## config.mk

```make
export PLATFORM = sky130hd
export DESIGN_NAME = dns_name_validator
export DESIGN_NICKNAME = d
export VERILOG_FILES = /design/src/hdl/dnv_pkg.sv /design/src/hdl/dnv_front.sv /design/src/hdl/dnv_queue.sv /design/src/hdl/dnv_back.sv /design/src/hdl/dns_name_validator.sv
export SDC_FILE = /design/constraint.sdc
export NUM_CORES = 1
export LEC_CHECK = 0
export ABC_AREA = 1
export BUFFER_PORTS_ARGS = -buffer_cell sky130_fd_sc_hd__buf_4
export CORE_ASPECT_RATIO = 0.6
export CORE_UTILIZATION = 57
export CTS_BUF_LIST = sky130_fd_sc_hd__clkbuf_2 sky130_fd_sc_hd__clkbuf_4 sky130_fd_sc_hd__clkbuf_8
export CTS_CLUSTER_DIAMETER = 200
export DETAILED_ROUTE_END_ITERATION = 7
export PLACE_DENSITY_LB_ADDON = 0.15
export REMOVE_ABC_BUFFERS = 1
export SYNTH_ARGS = -nofsm -noshare
export SYNTH_HDL_FRONTEND = slang
export SYNTH_HIERARCHICAL = 1
export SYNTH_SLANG_ARGS = --single-unit
```

## constraint.sdc

```tcl
create_clock -name clock -period 2.24 [get_ports clock]
set_input_delay 0.224 -clock clock [delete_from_list [all_inputs] [get_ports clock]]
set_output_delay 0.224 -clock clock [all_outputs]
set_load 0.01 [all_outputs]
```

## src/hdl/dnv_pkg.sv

```systemverilog
package dnv_pkg;

   localparam int MAX_NAME_LENGTH = 255;
   localparam int LABEL_LIMIT     = 62;
   localparam int LEN_W           = $clog2(MAX_NAME_LENGTH + 2);
   localparam int LAB_W           = $clog2(LABEL_LIMIT + 2);
   localparam int QUEUE_DEPTH     = 4;
   localparam int QPTR_W          = $clog2(QUEUE_DEPTH);
   localparam int QCNT_W          = $clog2(QUEUE_DEPTH + 1);

   localparam logic [2:0] ST_OK      = 3'd0;
   localparam logic [2:0] ST_BADNAME = 3'd1;
   localparam logic [2:0] ST_NUMERIC = 3'd2;
   localparam logic [2:0] ST_NONRFC  = 3'd3;
   localparam logic [2:0] ST_BADCHAR = 3'd4;

   localparam logic [2:0] FMT_DOMAIN      = 3'd0;
   localparam logic [2:0] FMT_DOMAIN_LBL  = 3'd1;
   localparam logic [2:0] FMT_HOST        = 3'd2;
   localparam logic [2:0] FMT_HOST_LBL    = 3'd3;
   localparam logic [2:0] FMT_WILDCARD    = 3'd4;
   localparam logic [2:0] FMT_SRV         = 3'd5;

   localparam logic [1:0] KIND_OTHER = 2'd0;
   localparam logic [1:0] KIND_DOT   = 2'd1;
   localparam logic [1:0] KIND_STAR  = 2'd2;
   localparam logic [1:0] KIND_UNDER = 2'd3;

   // per code unit class; the punctuation group bits are mutually exclusive
   typedef struct packed {
      logic zero;
      logic dot;
      logic digit;
      logic badpun;
      logic ext;
      logic blank;
      logic under;
      logic star;
   } char_class_type;

   typedef struct packed {
      char_class_type cls;
      logic           last;
      logic           empty;
      logic [2:0]     fmt;
   } q_item_type;

   typedef struct packed {
      logic ext;
      logic digit;
      logic nondig;
      logic period;
      logic period2;
      logic blank;
      logic badpun;
      logic star;
      logic under;
      logic long_lbl;
   } seen_flags_type;

   function automatic logic is_bad_punct(input logic [15:0] c);
      logic r;
      r = 1'b0;
      unique case (c)
         16'h007B, 16'h007C, 16'h007D, 16'h007E, 16'h005B, 16'h005C, 16'h005D,
         16'h005E, 16'h0027, 16'h003A, 16'h003B, 16'h003C, 16'h003D, 16'h003E,
         16'h003F, 16'h0040, 16'h0021, 16'h0022, 16'h0023, 16'h0024, 16'h0025,
         16'h0060, 16'h0028, 16'h0029, 16'h002B, 16'h002F, 16'h002C: r = 1'b1;
         default: r = 1'b0;
      endcase
      return r;
   endfunction

endpackage

```

## src/hdl/dnv_front.sv

```systemverilog
module dnv_front (
   input  logic                [15:0] req_code_unit,
   input  logic                       req_last_unit,
   input  logic                       req_empty_name,
   input  logic                [2:0]  req_name_format,
   output dnv_pkg::q_item_type        item
);
   import dnv_pkg::*;

   char_class_type cls;

   always_comb begin
      cls        = '0;
      cls.zero   = (req_code_unit == 16'h0000);
      cls.dot    = (req_code_unit == 16'h002E);
      cls.digit  = (req_code_unit >= 16'h0030) && (req_code_unit <= 16'h0039);
      priority if (is_bad_punct(req_code_unit)) begin
         cls.badpun = 1'b1;
      end else if (req_code_unit > 16'd127) begin
         cls.ext = 1'b1;
      end else if (req_code_unit == 16'h0020) begin
         cls.blank = 1'b1;
      end else if (req_code_unit == 16'h005F) begin
         cls.under = 1'b1;
      end else if (req_code_unit == 16'h002A) begin
         cls.star = 1'b1;
      end else begin
         cls.badpun = 1'b0;
      end
   end

   assign item.cls   = cls;
   assign item.last  = req_last_unit;
   assign item.empty = req_empty_name;
   assign item.fmt   = req_name_format;

endmodule

```

## src/hdl/dnv_queue.sv

```systemverilog
module dnv_queue (
   input  logic                clock,
   input  logic                reset,
   input  logic                push_valid,
   output logic                push_ready,
   input  dnv_pkg::q_item_type push_item,
   output logic                pop_valid,
   input  logic                pop_ready,
   output dnv_pkg::q_item_type pop_item
);
   import dnv_pkg::*;

   q_item_type          mem_ff [QUEUE_DEPTH];
   logic [QPTR_W-1:0]   wr_ptr_ff, wr_ptr_in;
   logic [QPTR_W-1:0]   rd_ptr_ff, rd_ptr_in;
   logic [QCNT_W-1:0]   count_ff, count_in;
   logic                do_push, do_pop;

   assign push_ready = (count_ff != QCNT_W'(QUEUE_DEPTH));
   assign pop_valid  = (count_ff != '0);
   assign pop_item   = mem_ff[rd_ptr_ff];
   assign do_push    = push_valid && push_ready;
   assign do_pop     = pop_valid && pop_ready;

   always_comb begin
      wr_ptr_in = do_push ? wr_ptr_ff + 1'b1 : wr_ptr_ff;
      rd_ptr_in = do_pop  ? rd_ptr_ff + 1'b1 : rd_ptr_ff;
      count_in  = count_ff;
      if (do_push && !do_pop) begin
         count_in = count_ff + 1'b1;
      end else if (do_pop && !do_push) begin
         count_in = count_ff - 1'b1;
      end
   end

   always_ff @(posedge clock) begin
      if (reset) begin
         wr_ptr_ff <= '0;
         rd_ptr_ff <= '0;
         count_ff  <= '0;
      end else begin
         wr_ptr_ff <= wr_ptr_in;
         rd_ptr_ff <= rd_ptr_in;
         count_ff  <= count_in;
      end
   end

   always_ff @(posedge clock) begin
      if (do_push) begin
         mem_ff[wr_ptr_ff] <= push_item;
      end
   end

endmodule

```

## src/hdl/dnv_back.sv

```systemverilog
module dnv_back (
   input  logic                clock,
   input  logic                reset,
   input  logic                item_valid,
   output logic                item_ready,
   input  dnv_pkg::q_item_type item,
   output logic                rsp_valid,
   input  logic                rsp_ready,
   output logic [2:0]          rsp_status
);
   import dnv_pkg::*;

   seen_flags_type    flags_ff, flags_in;
   logic [LEN_W-1:0]  len_ff, len_in;
   logic [LAB_W-1:0]  lab_ff, lab_in;
   logic              prev_dot_ff, prev_dot_in;
   logic [1:0]        first_kind_ff, first_kind_in;
   logic              second_dot_ff, second_dot_in;
   logic              halted_ff, halted_in;
   logic              rsp_valid_ff, rsp_valid_in;
   logic [2:0]        rsp_status_ff, rsp_status_in;

   logic              ends, take, fire;
   logic [LAB_W-1:0]  lab_tmp;
   logic              numeric, nonrfc, badch, wild_bad, bad_generic;
   logic [2:0]        verdict;

   assign ends       = item.empty || item.last;
   assign item_ready = !ends || !rsp_valid_ff || rsp_ready;
   assign fire       = item_valid && item_ready;
   assign take       = !item.empty && !item.cls.zero && !halted_ff;

   // character update
   always_comb begin
      flags_in      = flags_ff;
      len_in        = len_ff;
      lab_in        = lab_ff;
      prev_dot_in   = prev_dot_ff;
      first_kind_in = first_kind_ff;
      second_dot_in = second_dot_ff;
      halted_in     = halted_ff || (!item.empty && item.cls.zero);
      lab_tmp       = item.cls.dot ? '0 : lab_ff;
      if (take) begin
         if (item.cls.dot) begin
            flags_in.period = 1'b1;
            if (prev_dot_ff) begin
               flags_in.period2 = 1'b1;
            end
         end else if (item.cls.digit) begin
            flags_in.digit = 1'b1;
         end else begin
            flags_in.nondig = 1'b1;
         end
         if (lab_tmp > LAB_W'(LABEL_LIMIT)) begin
            flags_in.long_lbl = 1'b1;
         end
         if (item.cls.badpun) flags_in.badpun = 1'b1;
         if (item.cls.ext)    flags_in.ext    = 1'b1;
         if (item.cls.blank)  flags_in.blank  = 1'b1;
         if (item.cls.under)  flags_in.under  = 1'b1;
         if (item.cls.star)   flags_in.star   = 1'b1;
         if (len_ff == '0) begin
            priority if (item.cls.dot) begin
               first_kind_in = KIND_DOT;
            end else if (item.cls.star) begin
               first_kind_in = KIND_STAR;
            end else if (item.cls.under) begin
               first_kind_in = KIND_UNDER;
            end else begin
               first_kind_in = KIND_OTHER;
            end
         end else if (len_ff == LEN_W'(1)) begin
            second_dot_in = item.cls.dot;
         end
         if (len_ff <= LEN_W'(MAX_NAME_LENGTH)) begin
            len_in = len_ff + 1'b1;
         end
         lab_in      = (lab_tmp <= LAB_W'(LABEL_LIMIT)) ? lab_tmp + 1'b1 : lab_tmp;
         prev_dot_in = item.cls.dot;
      end
   end

   // end-of-name judgement on the updated state
   always_comb begin
      numeric     = !flags_in.nondig && flags_in.digit;
      nonrfc      = flags_in.ext || flags_in.under;
      badch       = flags_in.blank || flags_in.badpun || flags_in.star;
      wild_bad    = flags_in.ext || flags_in.blank || flags_in.badpun;
      bad_generic = (len_in == '0) || (len_in > LEN_W'(MAX_NAME_LENGTH)) ||
                    flags_in.long_lbl || flags_in.period2 ||
                    (first_kind_in == KIND_DOT && len_in >= LEN_W'(2));
      verdict     = ST_OK;
      if (bad_generic) begin
         verdict = ST_BADNAME;
      end else begin
         unique case (item.fmt)
            FMT_DOMAIN, FMT_HOST: begin
               priority if (numeric) verdict = ST_NUMERIC;
               else if (nonrfc)      verdict = ST_NONRFC;
               else if (badch)       verdict = ST_BADCHAR;
               else                  verdict = ST_OK;
            end
            FMT_DOMAIN_LBL: begin
               priority if (flags_in.period) verdict = ST_BADNAME;
               else if (nonrfc)               verdict = ST_NONRFC;
               else if (badch)                verdict = ST_BADCHAR;
               else                           verdict = ST_OK;
            end
            FMT_HOST_LBL: begin
               priority if (flags_in.period) verdict = ST_BADNAME;
               else if (numeric)              verdict = ST_NUMERIC;
               else if (nonrfc)               verdict = ST_NONRFC;
               else if (badch)                verdict = ST_BADCHAR;
               else                           verdict = ST_OK;
            end
            FMT_WILDCARD: begin
               priority if (numeric)                          verdict = ST_BADNAME;
               else if (first_kind_in != KIND_STAR)           verdict = ST_BADNAME;
               else if (len_in >= LEN_W'(2) && !second_dot_in) verdict = ST_BADCHAR;
               else if (wild_bad)                             verdict = ST_BADNAME;
               else                                           verdict = ST_OK;
            end
            FMT_SRV: begin
               priority if (numeric)                           verdict = ST_BADNAME;
               else if (first_kind_in != KIND_UNDER)           verdict = ST_BADNAME;
               else if (flags_in.under && len_in == LEN_W'(1)) verdict = ST_NONRFC;
               else if (wild_bad)                              verdict = ST_BADNAME;
               else                                            verdict = ST_OK;
            end
            default: verdict = ST_OK;
         endcase
      end
   end

   always_comb begin
      rsp_valid_in  = rsp_valid_ff && !rsp_ready;
      rsp_status_in = rsp_status_ff;
      if (fire && ends) begin
         rsp_valid_in  = 1'b1;
         rsp_status_in = verdict;
      end
   end

   always_ff @(posedge clock) begin
      if (reset || (fire && ends)) begin
         flags_ff      <= '0;
         len_ff        <= '0;
         lab_ff        <= '0;
         prev_dot_ff   <= 1'b0;
         first_kind_ff <= KIND_OTHER;
         second_dot_ff <= 1'b0;
         halted_ff     <= 1'b0;
      end else if (fire) begin
         flags_ff      <= flags_in;
         len_ff        <= len_in;
         lab_ff        <= lab_in;
         prev_dot_ff   <= prev_dot_in;
         first_kind_ff <= first_kind_in;
         second_dot_ff <= second_dot_in;
         halted_ff     <= halted_in;
      end
   end

   always_ff @(posedge clock) begin
      if (reset) begin
         rsp_valid_ff <= 1'b0;
      end else begin
         rsp_valid_ff <= rsp_valid_in;
      end
      rsp_status_ff <= rsp_status_in;
   end

   assign rsp_valid  = rsp_valid_ff;
   assign rsp_status = rsp_status_ff;

endmodule

```

## src/hdl/dns_name_validator.sv

```systemverilog
// Path: the item that ends a name is written into the character queue, then
// judged by the back end, which loads its status into the status register.
// Throughput: one code unit per cycle, set by the state update in the back end,
// while no waiting status holds a name-ending item at the head of the queue;
// the units behind it then wait in the queue. Reset (synchronous, active high)
// empties the queue, drops any pending status and clears all per-name state.
module dns_name_validator (
   input  logic        clock,
   input  logic        reset,
   input  logic        req_valid,
   output logic        req_ready,
   input  logic [15:0] req_code_unit,
   input  logic        req_last_unit,
   input  logic        req_empty_name,
   input  logic [2:0]  req_name_format,
   output logic        rsp_valid,
   input  logic        rsp_ready,
   output logic [2:0]  rsp_status
);
   import dnv_pkg::*;

   q_item_type front_item;   // classified code unit
   q_item_type back_item;    // head of the queue
   logic       back_valid;
   logic       back_ready;

   // Front: classifies each code unit (dot, digit, punctuation group, zero).
   dnv_front u_front (
      .req_code_unit   (req_code_unit),
      .req_last_unit   (req_last_unit),
      .req_empty_name  (req_empty_name),
      .req_name_format (req_name_format),
      .item            (front_item)
   );

   // Short queue decouples the input transfer from the back end, so a stalled
   // status does not block the code units ahead of the next name-ending item.
   dnv_queue u_queue (
      .clock      (clock),
      .reset      (reset),
      .push_valid (req_valid),
      .push_ready (req_ready),
      .push_item  (front_item),
      .pop_valid  (back_valid),
      .pop_ready  (back_ready),
      .pop_item   (back_item)
   );

   // Back: accumulates flags, lengths and first-character info; on the ending
   // item judges the name by its format and loads the status register.
   dnv_back u_back (
      .clock      (clock),
      .reset      (reset),
      .item_valid (back_valid),
      .item_ready (back_ready),
      .item       (back_item),
      .rsp_valid  (rsp_valid),
      .rsp_ready  (rsp_ready),
      .rsp_status (rsp_status)
   );

endmodule

```

Yosys cells after proc, flatten, opt, wreduce, memory -nomap -nowiden --
Memories as Yosys holds them, arrays and structs flattened. A register that Yosys moved wholly into a read port is not among the register bits. Cells that the tools add are included. W data, S select, Z words.
Operators by class: $add $sub $neg 6, magnitude comparators 8, equality and inequality tests 15, multiplexer cells 54, reduce and logical (&&, ||, !) cells 47
Operators with widths (count):
- $eq A16 B6 Y1 const B | 3
- $mux W3 | 14
- $logic_not A9 Y1 | 3
- $mux W1 | 23
- $mux W2 | 10
- $eq A9 B1 Y1 const B | 2
- $mux W9 | 2
- $eq A16 B7 Y1 const B | 1
- $ge A16 B6 Y1 const B | 1
- $gt A16 B7 Y1 const B | 1
- $le A16 B6 Y1 const B | 1
- $logic_not A16 Y1 | 1
- $pmux W3 S5 | 1
- $logic_and A1 B1 Y1 | 14
- $logic_or A1 B1 Y1 | 14
- $mux W6 | 2
- $logic_not A1 Y1 | 10
- $mux W10 | 1
- $add A9 B1 Y9 const B | 1
- $ge A9 B2 Y1 const B | 1
- $gt A9 B8 Y1 const B | 1
- $le A9 B8 Y1 const B | 1
- $add A6 B1 Y6 const B | 1
- $eq A3 B2 Y1 const B | 2
- 16 further kinds | 19
Storage, ports and cells: flip-flop bits (word level) 41, memory bits (writable) 52, bits in read-only memories 128, logic and storage cells 153, memories 2
Memory list:
- (name not given) | depth 128, bits a word 1, rd ports 1, clocked after Yosys merged registers in 0, wr ports 0, line dnv_pkg.sv:64 | unique case (c)
- u_queue.mem_ff | depth 4, bits a word 13, rd ports 1, clocked after Yosys merged registers in 1, wr ports 1, line dnv_queue.sv:13 | q_item_type mem_ff [QUEUE_DEPTH];

Depth between registers and ports, before layout --
Gate-level depths: netlist of the first run.
word-level depth 11, mapped depth 20

Modules after synthesis --
Netlist of the first run, hierarchy kept.
Modules (own cells, without submodules):
- dnv_queue | times used 1, cells each 194, area an instance 2466.1 um^2, sequential area each 1741.7 um^2
- dnv_back | times used 1, cells each 334, area an instance 2282.2 um^2, sequential area each 710.7 um^2
- dnv_front | times used 1, cells each 80, area an instance 441.7 um^2, sequential area each 0.0 um^2

Worst setup path before layout of the first run --
OpenSTA, ideal clock, no wires.
path type register to register, start point register with a tool-made name, end point register u_back.rsp_status_ff[2], in the netlist u_back/rsp_status[2], data pin, arrival time 2.217 ns, data required time 1.991 ns, slack -0.226 ns, cell stages (with the launch flop) 17, path buffers 3, period minus slack after synthesis 2.466 ns, cell sequence dfxtp_1 > buf_6 > buf_6 > o21ai_0 > o22ai_1 > buf_2 > inv_1 > nand2_1 > ha_1 > nor3_1 > nand3_1 > nor3_1 > a211oi_1 > nand2_1 > nor2_2 > nand2_1 > inv_1
RTL lines:
- end signal, assigned | line dnv_back.sv:170 | rsp_status_ff <= rsp_status_in;
- end, declared | line dnv_back.sv:21 | logic [2:0] rsp_status_ff, rsp_status_in;

==> results of run 1 <==
## metal layers
metal / GRT usage / vias to the layer above / share of wire
li1: - / 2196 / -
met1: 0.394 / 2026 / 0.49
met2: 0.399 / 152 / 0.43
met3: 0.0671 / 14 / 0.070
met4: 0.0646 / 0 / 0.011
met5: 0 / - / 0
## through the flow
step | TNS (ns) | hold slack [ns] | instance area (sq um) | setup WS (ns)
after global routing | -1.14 | 0.0378 | 6390 | -0.302
after floorplan | -21.74 | 0.293 | 5030 | -0.778
final | -0.394 | 0.0557 | 6390 | -0.170
after detailed placement | -2.78 | 0.433 | 5880 | -0.376
after CTS | -0.246 | 0.0438 | 6160 | -0.0710
after global placement | -1.06 | 0.425 | 5880 | -0.258
## power by group
group          switching, uW  internal [uW]  total, uW
logic                   3240           2300       5540
registers                276           2230       2510
clock network            585            525       1110
total                   4100           5060       9160
## worst max path at each step
stage	to	slack, ns	cells after the start
2_1_floorplan	u_back/first_kind_ff[1]	-0.78	12
3_3_place_gp	u_back/rsp_status[0]	-0.26	13
3_5_place_dp	u_back/rsp_status[0]	-0.38	16
4_1_cts	u_back/rsp_status[2]	-0.07	18
5_1_grt	u_back/rsp_status[1]	-0.30	15
6_report	u_back/rsp_status[0]	-0.17	13
## final cells by class
type	count	area (sq um)	area share
clock buffer	10	131	0.0206
clock inverter	6	61.3	0.00959
inverter	90	348	0.0544
multi-input combinational	401	2490	0.389
sequential	95	2460	0.384
tap	112	140	0.0219
timing repair buffer	96	767	0.120
## repair_timing
action | in CTS | in global routing
endpoints found under the setup margin | 35 | 24
hold buffers | 0 | 0
buffers inserted | 1 | 4
pin swaps | 6 | 27
endpoints found under the hold margin | 0 | 0
gates resized for setup | 24 | 61
## cells in the final DEF (no fill, tap or decap), drive strengths merged
cell type / synthesis / routed
a31oi: 3 / 3
nand2: 100 / 100
or2: 2 / 2
o21bai: 1 / 1
o21a: 1 / 1
nand4: 9 / 9
fa: 1 / 1
nand3: 43 / 43
nor2: 93 / 93
buf: 20 / 96
o21ai: 50 / 50
clkbuf: 2 / 10
nand3b: 3 / 3
clkinv: 0 / 5
a221oi: 3 / 3
edfxtp: 55 / 55
ha: 17 / 17
inv: 90 / 90
dfxtp: 40 / 40
nor3b: 1 / 1
nor4: 2 / 2
a211oi: 6 / 6
o211ai: 1 / 1
xnor2: 1 / 1
o22ai: 13 / 13
a21oi: 33 / 33
and2: 1 / 1
nor3: 15 / 15
bufinv: 0 / 1
a21boi: 1 / 1
xor2: 1 / 1
## flip-flops by register name, summed over array words and instances, names as in the netlist, 2 cells and up, named ones only
register and flops:
u_queue/mem_ff 52, u_back/lab_ff 6, u_back/first_kind_ff 2, u_back/rsp_status 3, u_queue/count_ff 3, u_back/len_ff 9
u_queue/wr_ptr_ff 2, u_back/flags_ff 10, u_queue/rd_ptr_ff 2
## kinds of logic (layout without fill, tap and decap cells)
family / count (synthesis) / after routing / share of synthesized area
flip-flops: 95 / 95 / 0.473
AO/OA/AOI/OAI: 112 / 112 / 0.120
AND/OR/NAND/NOR: 269 / 269 / 0.264
adder cells (fa/ha/maj): 18 / 18 / 0.0448
buffers and inverters: 112 / 202 / 0.0962
XOR/XNOR: 2 / 2 / 0.00338
==> impl_table.tex, run 1 <==
\begin{tabular}{lr}
\hline
Metric & Value \\
\hline
\multicolumn{2}{l}{\textbf{Timing}} \\
\quad Min Clock Period, post-route & 2.41 ns \\
\quad Setup repair after global routing missed its margin & true \\
\quad FMAX & 415 MHz \\
\quad Max Slew Vio Count & 0 \\
\quad Slew @ Worst Pin & $\sim$0.65 ns \\
\quad Final Skew & 0.0101 ns \\
\quad Number of hold violations in the final report & 0 \\
\quad Post-route worst setup slack & -0.170 ns \\
\quad Worst slew slack as a fraction of its limit & 0.565 \\
\quad Number of failing setup endpoints in the final timing report & 3 \\
\quad Final Cycle Share & 1.08 \\
\multicolumn{2}{l}{\textbf{Final layout}} \\
\quad Ratio of cells with drive above 1 in the final layout & 0.304 \\
\quad Antenna diode count & 0 \\
\quad Post-layout utilization of the core & 0.739 \\
\quad Layout overhead on the synthesized area & 23.1\% \\
\quad Final non-filler cell total & 810 \\
\quad Final nets & 736 \\
\quad FILL cells & 616 \\
\multicolumn{2}{l}{\textbf{Power and ir drop}} \\
\quad Cell Pwr Density & 1430 nW/um\^{}2 \\
\quad Worst ir drop on vdd & 0.000937 V \\
\quad Overall power consumption & 9160 uW \\
\quad Leak & $\sim$0.0027 uW \\
\multicolumn{2}{l}{\textbf{Synthesis}} \\
\quad Async set-reset flop share out of synthesis & 0 \\
\quad Number of enable flip-flop cells after synthesis & 55 \\
\quad Post-Synthesis Cell Area & 5190 sq um \\
\quad Sequential element share of the synthesized area & 0.473 \\
\quad Primary flip-flop cell chosen by synthesis mapping & edfxtp\_1 \\
\quad Count leader, synth & nand2\_1 \\
\quad Library cells used by synthesis & 45 \\
\quad Flops \& latches, synth & 95 \\
\quad Most instantiated cells after synthesis & 83 x nand2\_1, 80 x inv\_1, 79 x nor2\_1 \\
\quad Library cell with the largest summed area after synthesis & edfxtp\_1 \\
\quad Share of the synthesized area in the top cell type & 0.318 \\
\quad Mapped Cells & 608 \\
\quad Total number of yosys warnings & 6 \\
\quad Area contributors post-synth & edfxtp\_1 32\%, dfxtp\_1 15\%, nand2\_1 6.0\%, inv\_1 5.8\%, nor2\_1 5.7\% \\
\quad Mean cell area of the mapped netlist & 8.54 sq um \\
\multicolumn{2}{l}{\textbf{Clock network}} \\
\quad Number of H-tree branching levels & 3 \\
\quad Root buffer selected by CTS & clkbuf\_8 \\
\quad Clock sink total & 95 \\
\quad Post-CTS clock slew at the launch and capture registers of the worst setup and hold paths & 0.09 ns \\
\quad Number of buffers created by CTS & 9 \\
\quad Clock latency of the later-clocked register in the worst-skew pair & approximately 0.37 ns \\
\quad TritonCTS clock tree & yes \\
\quad Clock Path Buffers & 2 \\
\multicolumn{2}{l}{\textbf{Floorplanning}} \\
\quad Die height & 75.9 um \\
\quad Width of the chip & 125 um \\
\quad Count of pins on the block boundary & 30 \\
\quad Placeable core area & 8650 sq um \\
\quad Initial Utilization & 0.600 \\
\quad Area enclosed by the die boundary & 9500 sq um \\
\quad Row cnt & 26 \\
\multicolumn{2}{l}{\textbf{Global route}} \\
\quad Antenna violations before repair & 0 \\
\quad Number of global-route vias before repair & 4174 \\
\quad Overall global routing resource usage & 0.269 \\
\quad Wire length of the first global-routing pass & 20.0 mm \\
\quad Largest net degree at the start of global routing & 17 \\
\quad Sum of overflow across all layers after global routing & 0 \\
\multicolumn{2}{l}{\textbf{Detailed routing}} \\
\quad Detailed-route via count & 4388 \\
\quad Detailed-route wire length & 12.3 mm \\
\quad Number of iterations in the first detailed-routing pass & 7 \\
\quad Count of routing violations after the opening detailed-route iteration & 409 \\
\quad Average routed wire per standard cell & 15.2 um \\
\quad Post-route antenna net violation count & 0 \\
\quad Via/cell ratio & around 5.4 \\
\quad DRC violations left & 0 \\
\multicolumn{2}{l}{\textbf{Setup path}} \\
\quad Worst EP required & 2.37 ns \\
\quad Cell family with most CP delay & simple AND/OR/NAND/NOR gates \\
\quad Endpoint arrival time on the critical path & between 2 and 3 ns \\
\quad CP Class & flop to flop \\
\quad Endpoint of the lowest-slack register-to-register path & u\_back/rsp\_status[0] \\
\quad Slowest stage delay, CP & 0.44 ns \\
\quad Minimum setup slack among reg-to-reg paths & -0.17 ns \\
\quad Reg2reg path depth & 13 \\
\quad CP max FO & 8 \\
\quad Worst path cell trace & inv\_8 -> o21ai\_4 -> o22ai\_2 -> nor2\_2 -> nand2\_2 -> nor3\_2 -> nor2\_1 -> nor2\_1 -> a21oi\_1 -> o21ai\_0 -> nand3\_1 -> a21oi\_1 -> nand3\_1 \\
\quad Sort of element at the start of the critical path & flop \\
\quad Critical path endpoint category & flop \\
\quad Worst path buffer plus inverter count & 1 \\
\quad Slowest cell on crit path & dfxtp\_4 \\
\multicolumn{2}{l}{\textbf{Placed design}} \\
\quad HPWL after detailed placement & 8.86 mm \\
\quad Number of placed cells counting well taps & roughly 800 \\
\quad Routability-driven placement congestion ratio & 0.898 \\
\quad Count of input and output buffers & 29 \\
\multicolumn{2}{l}{\textbf{Run status}} \\
\quad Failing checks & negative setup slack \\
\quad Run status & finished with violations \\
\multicolumn{2}{l}{\textbf{Job}} \\
\quad Max-cap violations & 0 \\
\multicolumn{2}{l}{\textbf{Worst hold path}} \\
\quad Worst hold path startpoint & req\_name\_format[2] \\
\quad WHS Path Cells & 1 \\
\quad Worst Hold Endpoint & u\_queue/mem\_ff[3][2] \\
\quad Class of the worst hold path & input port to flop \\
\hline
\end{tabular}
Note: power is estimated with default switching activity, not from simulation.
==> inputs of run 2 (changes only) <==
--- a/config.mk
+++ b/config.mk
@@ -8,7 +8,7 @@
 export ABC_AREA = 1
 export BUFFER_PORTS_ARGS = -buffer_cell sky130_fd_sc_hd__buf_4
 export CORE_ASPECT_RATIO = 0.6
-export CORE_UTILIZATION = 57
+export CORE_UTILIZATION = 58
 export CTS_BUF_LIST = sky130_fd_sc_hd__clkbuf_2 sky130_fd_sc_hd__clkbuf_4 sky130_fd_sc_hd__clkbuf_8
 export CTS_CLUSTER_DIAMETER = 200
 export DETAILED_ROUTE_END_ITERATION = 7
==> constraint.sdc (replaced) <==
create_clock -name clock -period 2.9 [get_ports clock]
set_input_delay 0.29 -clock clock [delete_from_list [all_inputs] [get_ports clock]]
set_output_delay 0.29 -clock clock [all_outputs]
set_load 0.01 [all_outputs]
==> impl_table.tex, run 2 (synthesis results as in run 1) <==
\begin{tabular}{lr}
\hline
Metric & Value \\
\hline
\multicolumn{2}{l}{\textbf{Clock network}} \\
\quad TritonCTS clock tree & yes \\
\quad Hold buffers post-CTS & 0 \\
\quad Clock sink total & 95 \\
\quad Number of buffers created by CTS & 9 \\
\quad Number of H-tree branching levels & 3 \\
\quad Root buffer selected by CTS & clkbuf\_8 \\
\quad Clock latency of the later-clocked register in the worst-skew pair & between 0.3 and 0.4 ns \\
\quad Clock Path Buffers & 2 \\
\quad Post-CTS clock slew at the launch and capture registers of the worst setup and hold paths & 0.10 ns \\
\multicolumn{2}{l}{\textbf{Power and ir drop}} \\
\quad Leak & 0.00244 uW \\
\quad Overall power consumption & 5910 uW \\
\quad Comb power frac & 0.533 \\
\quad Worst ir drop on vdd & 0.000604 V \\
\quad Cell Pwr Density & 1030 nW/um\^{}2 \\
\quad Sequential fraction of design power & 0.324 \\
\quad Sw Ratio & 0.473 \\
\quad Internal power consumption & about 3100 uW \\
\quad NetSw & 2800 uW \\
\quad Part of the power in the clock network & 0.143 \\
\multicolumn{2}{l}{\textbf{Setup path}} \\
\quad Critical path endpoint category & flop \\
\quad Minimum setup slack among reg-to-reg paths & $\sim$0.29 ns \\
\quad Worst EP required & 3.03 ns \\
\quad Endpoint of the lowest-slack register-to-register path & u\_back/rsp\_status[2] \\
\quad CP max FO & 26 \\
\quad Endpoint arrival time on the critical path & 2.74 ns \\
\quad Slowest cell on crit path & dfxtp\_2 \\
\quad Slowest stage delay, CP & 0.45 ns \\
\quad Worst path cell trace & inv\_6 -> o21ai\_0 -> o22ai\_1 -> nor2\_1 -> nand3\_1 -> inv\_1 -> buf\_4 -> nand4\_2 -> a21oi\_1 -> nand3\_1 -> nand2\_1 -> o21ai\_1 -> nand2\_1 -> inv\_1 \\
\quad CP Class & flop to flop \\
\quad Sort of element at the start of the critical path & flop \\
\quad End point of the critical path & u\_back/rsp\_status[2] \\
\quad Reg2reg path depth & 14 \\
\multicolumn{2}{l}{\textbf{Detailed routing}} \\
\quad DRC violations left & 0 \\
\quad Average routed wire per standard cell & 15.1 um \\
\quad Number of iterations in the first detailed-routing pass & 6 \\
\quad Via/cell ratio & 5.56 \\
\quad Detailed-route via count & roughly 4200 \\
\quad Detailed-route wire length & 11.5 mm \\
\quad Count of routing violations after the opening detailed-route iteration & around 340 \\
\quad Post-route antenna net violation count & 0 \\
\multicolumn{2}{l}{\textbf{Floorplanning}} \\
\quad Width of the chip & 124 um \\
\quad Die height & 75.3 um \\
\quad Placeable core area & 8590 sq um \\
\quad Row cnt & 26 \\
\quad Area enclosed by the die boundary & 9340 sq um \\
\quad Count of pins on the block boundary & 30 \\
\quad Initial Utilization & 0.604 \\
\multicolumn{2}{l}{\textbf{Final layout}} \\
\quad Layout overhead on the synthesized area & 10.6\% \\
\quad FILL cells & 687 \\
\quad Ratio of cells with drive above 1 in the final layout & 0.180 \\
\quad Most common library cell in the layout ignoring fill and taps & nand2\_1 \\
\quad Final nets & 689 \\
\quad Number of flip-flops in the largest register & 52 \\
\quad Post-route cell area & 5740 sq um \\
\quad Antenna diode count & 0 \\
\quad Post-layout utilization of the core & 0.668 \\
\quad Largest registers & u\_queue/mem\_ff (52), u\_back/flags\_ff (10), u\_back/len\_ff (9) \\
\quad Register with the most flip-flops & u\_queue/mem\_ff \\
\quad Most frequent cells in the layout & 83 x nand2\_1, 80 x inv\_1, 79 x nor2\_1 \\
\multicolumn{2}{l}{\textbf{Global route}} \\
\quad Wire length of the first global-routing pass & 18.2 mm \\
\quad Number of global-route vias before repair & 3742 \\
\quad Largest net degree at the start of global routing & 27 \\
\quad Antenna violations before repair & 0 \\
\quad Overall global routing resource usage & 0.260 \\
\quad Sum of overflow across all layers after global routing & 0 \\
\multicolumn{2}{l}{\textbf{Timing}} \\
\quad Worst slew slack as a fraction of its limit & 0.507 \\
\quad Max Slew Vio Count & 0 \\
\quad Final Cycle Share & 0.899 \\
\quad FMAX & 383 MHz \\
\quad Number of failing setup endpoints in the final timing report & 0 \\
\quad Min Clock Period, post-route & 2.61 ns \\
\quad Final Skew & between 0.008 and 0.009 ns \\
\quad Number of hold violations in the final report & 0 \\
\quad Setup repair after global routing missed its margin & false \\
\quad Slew @ Worst Pin & 0.733 ns \\
\quad Final TNS setup & 0 ns \\
\multicolumn{2}{l}{\textbf{Placed design}} \\
\quad Cell area after placement & roughly 5500 sq um \\
\quad Routability-driven placement congestion ratio & between 0.9 and 1 \\
\quad HPWL after detailed placement & 8.88 mm \\
\quad Count of input and output buffers & 29 \\
\multicolumn{2}{l}{\textbf{Job}} \\
\quad Max-cap violations & 0 \\
\multicolumn{2}{l}{\textbf{Worst hold path}} \\
\quad Class of the worst hold path & input port to flop \\
\multicolumn{2}{l}{\textbf{Run status}} \\
\quad Run status & finished, final reports clean \\
\hline
\end{tabular}
[run 2: changes by cell type in the layout (fill, tap and decap cells not counted), moves of 5 or more]
cell / before / now
buf_4: 86 / 49
nand2_1: 73 / 83
o21ai_0: 31 / 41
buf_6: 9 / 0
nor2_1: 70 / 79
nand2_2: 18 / 10
nor2_2: 11 / 4
nand3_1: 33 / 39
inv_1: 75 / 80
o21ai_1: 14 / 9
[run 2: how the worst min path moves through the flow]
stage | slack [ns] | cells after the start | startpoint | endpoint
CTS | 0.11 | 1 | req_name_format[2] | u_queue/mem_ff[3][2]
floorplan | 0.36 | 1 | reset | u_back/rsp_valid
global placement | 0.45 | 2 | u_back/flags_ff[9] | u_back/flags_ff[9]
global route | 0.1 | 1 | req_name_format[1] | u_queue/mem_ff[3][1]
detailed placement | 0.45 | 2 | u_back/flags_ff[9] | u_back/flags_ff[9]
finish | 0.13 | 1 | req_name_format[2] | u_queue/mem_ff[3][2]
[run 2: metrics by stage]
| stage | hold WS (ns) | cells | setup WS (ns) |
|---|---|---|---|
| detailed placement | 0.447 | 747 | 0.207 |
| floorplan | 0.359 | 586 | -0.118 |
| global route | 0.0973 | 763 | 0.0281 |
| global placement | 0.446 | 747 | 0.329 |
| CTS | 0.112 | 763 | 0.206 |
| finish | 0.130 | 763 | 0.292 |
[run 2: critical path, delay by kind of cell (launching register included)]
kind / cells / cell delay [ns]
AND/OR/NAND/NOR: 6 / 0.70
flip-flops: 1 / 0.45
AO/OA/AOI/OAI: 4 / 0.62
buffers and inverters: 4 / 0.60
[run 2: power groups by stage]
stage	Sequential, uW	Clock, uW	Combinational, uW
after global routing	1950	921	3470
after global placement	1930	0	2970
after floorplan	1930	0	2080
final	1910	844	3150
after CTS	1910	866	3070
after detailed placement	1940	0	3060
[run 2: metal layers]
metal | up-vias | wire length [um] | track usage
li1 | 2104 | - | -
met1 | 1975 | 5800 | 0.388
met2 | 156 | 4860 | 0.393
met3 | 6 | 823 | 0.0545
met4 | 0 | 46 | 0.0476
met5 | - | 0 | 0
[run 2: area by class of cell]
type	instances	area, sq um	share of cell area
Tap cell	112	140	0.0244
Timing Repair Buffer	49	368	0.0641
Inverter	90	343	0.0597
Multi-Input combinational cell	401	2240	0.390
Clock buffer	9	124	0.0216
Sequential cell	95	2450	0.427
Clock inverter	7	73.8	0.0129
[run 2: what timing repair did]
item                                    CTS  global route
endpoints found under the hold margin     0             0
buffers inserted                          0             0
gates resized for setup                   0             1
endpoints found under the setup margin    0             3
==> inputs of run 3 (changes only) <==
--- a/config.mk
+++ b/config.mk
@@ -5,7 +5,6 @@
 export SDC_FILE = /design/constraint.sdc
 export NUM_CORES = 1
 export LEC_CHECK = 0
-export ABC_AREA = 1
 export BUFFER_PORTS_ARGS = -buffer_cell sky130_fd_sc_hd__buf_4
 export CORE_ASPECT_RATIO = 0.6
 export CORE_UTILIZATION = 58
==> impl_table.tex, run 3 <==
\begin{tabular}{lr}
\hline
Metric & Value \\
\hline
\multicolumn{2}{l}{\textbf{Run status}} \\
\quad Run status & finished, final reports clean \\
\multicolumn{2}{l}{\textbf{Setup path}} \\
\quad Endpoint of the lowest-slack register-to-register path & u\_back/rsp\_status[0] \\
\quad Reg2reg path depth & 8 \\
\quad Sort of element at the start of the critical path & flop \\
\quad Worst EP required & 3.01 ns \\
\quad Endpoint arrival time on the critical path & 2.96 ns \\
\quad CP Class & flop to flop \\
\quad Critical path endpoint category & flop \\
\quad Minimum setup slack among reg-to-reg paths & 0.05 ns \\
\quad CP max FO & 8 \\
\multicolumn{2}{l}{\textbf{Global route}} \\
\quad Wire length of the first global-routing pass & 16.1 mm \\
\quad Number of global-route vias before repair & 3243 \\
\quad Antenna violations before repair & 0 \\
\quad Overall global routing resource usage & 0.245 \\
\quad Largest net degree at the start of global routing & 31 \\
\quad Sum of overflow across all layers after global routing & 0 \\
\multicolumn{2}{l}{\textbf{Worst hold path}} \\
\quad Worst hold path startpoint & req\_name\_format[1] \\
\quad Class of the worst hold path & input port to flop \\
\quad WHS Path Cells & 1 \\
\quad Worst Hold Endpoint & u\_queue/mem\_ff[1][1] \\
\multicolumn{2}{l}{\textbf{Final layout}} \\
\quad Post-route cell area & 5660 sq um \\
\quad Most common library cell in the layout ignoring fill and taps & buf\_4 \\
\quad Post-layout utilization of the core & 0.704 \\
\quad Ratio of cells with drive above 1 in the final layout & 0.281 \\
\quad Layout overhead on the synthesized area & 15.4\% \\
\quad Area taken by flip-flops and latches & 2450 sq um \\
\quad Multi-input logic area & 2330 sq um \\
\quad Number of flip-flops in the largest register & 52 \\
\quad Final non-filler cell total & 575 \\
\quad Final nets & 505 \\
\quad Register with the most flip-flops & u\_queue/mem\_ff \\
\quad Most frequent cells in the layout & 56 x buf\_4, 55 x edfxtp\_1, 49 x nor2\_1 \\
\quad FILL cells & 564 \\
\quad Antenna diode count & 0 \\
\quad Largest registers & u\_queue/mem\_ff (52), u\_back/flags\_ff (10), u\_back/len\_ff (9) \\
\multicolumn{2}{l}{\textbf{Synthesis}} \\
\quad Primary flip-flop cell chosen by synthesis mapping & edfxtp\_1 \\
\quad Mapped Cells & 413 \\
\quad Total number of yosys warnings & 6 \\
\quad Sequential element share of the synthesized area & 0.500 \\
\quad Share of the synthesized area in the top cell type & 0.337 \\
\quad Flops \& latches, synth & 95 \\
\quad Library cells used by synthesis & 77 \\
\quad Async set-reset flop share out of synthesis & 0 \\
\quad Area contributors post-synth & edfxtp\_1 34\%, dfxtp\_1 16\%, mux4\_2 4.6\%, ha\_1 4.3\%, nor2\_1 3.8\% \\
\quad Most instantiated cells after synthesis & 55 x edfxtp\_1, 50 x nor2\_1, 40 x dfxtp\_1 \\
\quad Post-Synthesis Cell Area & 4900 sq um \\
\quad Library cell with the largest summed area after synthesis & edfxtp\_1 \\
\quad Mean cell area of the mapped netlist & 11.9 sq um \\
\quad Number of enable flip-flop cells after synthesis & 55 \\
\quad Count leader, synth & edfxtp\_1 \\
\multicolumn{2}{l}{\textbf{Timing}} \\
\quad Number of failing setup endpoints in the final timing report & 0 \\
\quad Worst slew slack as a fraction of its limit & 0.514 \\
\quad Final Skew & approximately 0.0093 ns \\
\quad Number of hold violations in the final report & 0 \\
\quad Min Clock Period, post-route & 2.85 ns \\
\quad Setup repair after global routing missed its margin & true \\
\quad Max Slew Vio Count & 0 \\
\quad Final Cycle Share & 0.983 \\
\quad FMAX & 351 MHz \\
\quad Final TNS setup & 0 ns \\
\quad Hold slack final & 0.117 ns \\
\quad Slew @ Worst Pin & about 0.73 ns \\
\multicolumn{2}{l}{\textbf{Detailed routing}} \\
\quad Number of iterations in the first detailed-routing pass & 4 \\
\quad Detailed-route wire length & $\sim$10 mm \\
\quad Count of routing violations after the opening detailed-route iteration & 282 \\
\quad Via/cell ratio & 5.96 \\
\quad DRC violations left & 0 \\
\quad Average routed wire per standard cell & between 15 and 20 um \\
\quad Detailed-route via count & 3428 \\
\quad Post-route antenna net violation count & 0 \\
\multicolumn{2}{l}{\textbf{Power and ir drop}} \\
\quad Worst ir drop on vdd & 0.000475 V \\
\quad Leak & between 0.002 and 0.0025 uW \\
\quad Cell Pwr Density & about 860 nW/um\^{}2 \\
\multicolumn{2}{l}{\textbf{Floorplanning}} \\
\quad Die height & 73.2 um \\
\quad Placeable core area & 8040 sq um \\
\quad Initial Utilization & 0.610 \\
\quad Width of the chip & roughly 120 um \\
\quad Row cnt & 25 \\
\quad Area enclosed by the die boundary & about 8800 sq um \\
\quad Count of pins on the block boundary & 30 \\
\multicolumn{2}{l}{\textbf{Clock network}} \\
\quad Number of buffers created by CTS & 9 \\
\quad Hold buffers post-CTS & 0 \\
\quad Root buffer selected by CTS & clkbuf\_8 \\
\quad Clock sink total & 95 \\
\quad Post-CTS clock slew at the launch and capture registers of the worst setup and hold paths & 0.09 ns \\
\quad Clock latency of the later-clocked register in the worst-skew pair & 0.37 ns \\
\quad Clock Path Buffers & 2 \\
\quad Number of H-tree branching levels & 3 \\
\quad TritonCTS clock tree & yes \\
\multicolumn{2}{l}{\textbf{Placed design}} \\
\quad Cell area after placement & 5360 sq um \\
\quad Number of placed cells counting well taps & 556 \\
\quad HPWL after detailed placement & 7.22 mm \\
\quad Count of input and output buffers & 29 \\
\quad Routability-driven placement congestion ratio & 0.895 \\
\multicolumn{2}{l}{\textbf{Job}} \\
\quad Max-cap violations & 0 \\
\hline
\end{tabular}
==> run 3: worst max path at each step <==
stage / start / endpoint / slack [ns] / cells past startpoint
after global routing: flop / u_back/rsp_status[0] / -0.09 / 8
after CTS: flop / u_queue/count_ff[2] / 0.009 / 12
final: flop / u_back/rsp_status[0] / 0.05 / 8
after floorplan: flop / u_back/rsp_status[0] / -0.48 / 7
after global placement: flop / u_back/rsp_status[0] / 0.02 / 8
after detailed placement: flop / u_back/rsp_status[0] / -0.005 / 8
==> run 3: stage by stage <==
stage               worst slack (ns)  power (uW)
floorplan                     -0.482        3050
global placement              0.0194        3690
detailed placement          -0.00452        3750
CTS                          0.00853        4730
global route                 -0.0861        5140
finish                        0.0506        4870
==> run 3: final cells by class <==
class                   count  area share
multi-input cells         284       0.412
inverters                  14     0.00928
clock buffers               9      0.0219
repair buffers             58      0.0813
flip-flops and latches     95       0.434
clock inverters             7      0.0183
well taps                 108      0.0239
==> run 3: worst max-delay path, stage by stage, from the launching register on <==
cell,delay (ns)
dfxtp_2,0.37
buf_12,0.13
mux4_2,0.51
or3_4,0.42
a2111oi_4,0.37
nand2_1,0.10
mux2_4,0.28
o41ai_2,0.25
o2111ai_2,0.15
==> run 3: kinds of logic (layout without fill, tap and decap cells) <==
group / Yosys count / count (layout) / share of synthesized area
buffers and inverters: 34 / 88 / 0.0347
adders and majority gates: 18 / 18 / 0.0475
and+or+nand+nor: 147 / 147 / 0.172
AOI/OAI and AO/OA: 82 / 82 / 0.134
xor gates and xnor gates: 11 / 11 / 0.0196
DFF: 95 / 95 / 0.500
muxes: 26 / 26 / 0.0919
==> run 3: what timing repair did <==
item | 4_1_cts | 5_1_grt
hold endpoints to repair | 0 | 0
gates resized for setup | 1 | 13
pin swaps | 0 | 4
setup buffers | 0 | 3
setup endpoints to repair | 2 | 5
==> run 3: routing by layer <==
metal,global-route usage,share of wire,up-vias
met4,0.0754,0.0051,0
met5,0,0,-
met2,0.349,0.42,127
met1,0.369,0.50,1648
li1,-,-,1646
met3,0.0570,0.068,7
==> run 3: power by group <==
part	internal, uW	switching [uW]	leakage (uW)
registers	1630	144	0.000849
logic	967	1150	0.00108
clock network	496	485	0.000108
total	3090	1780	0.00204
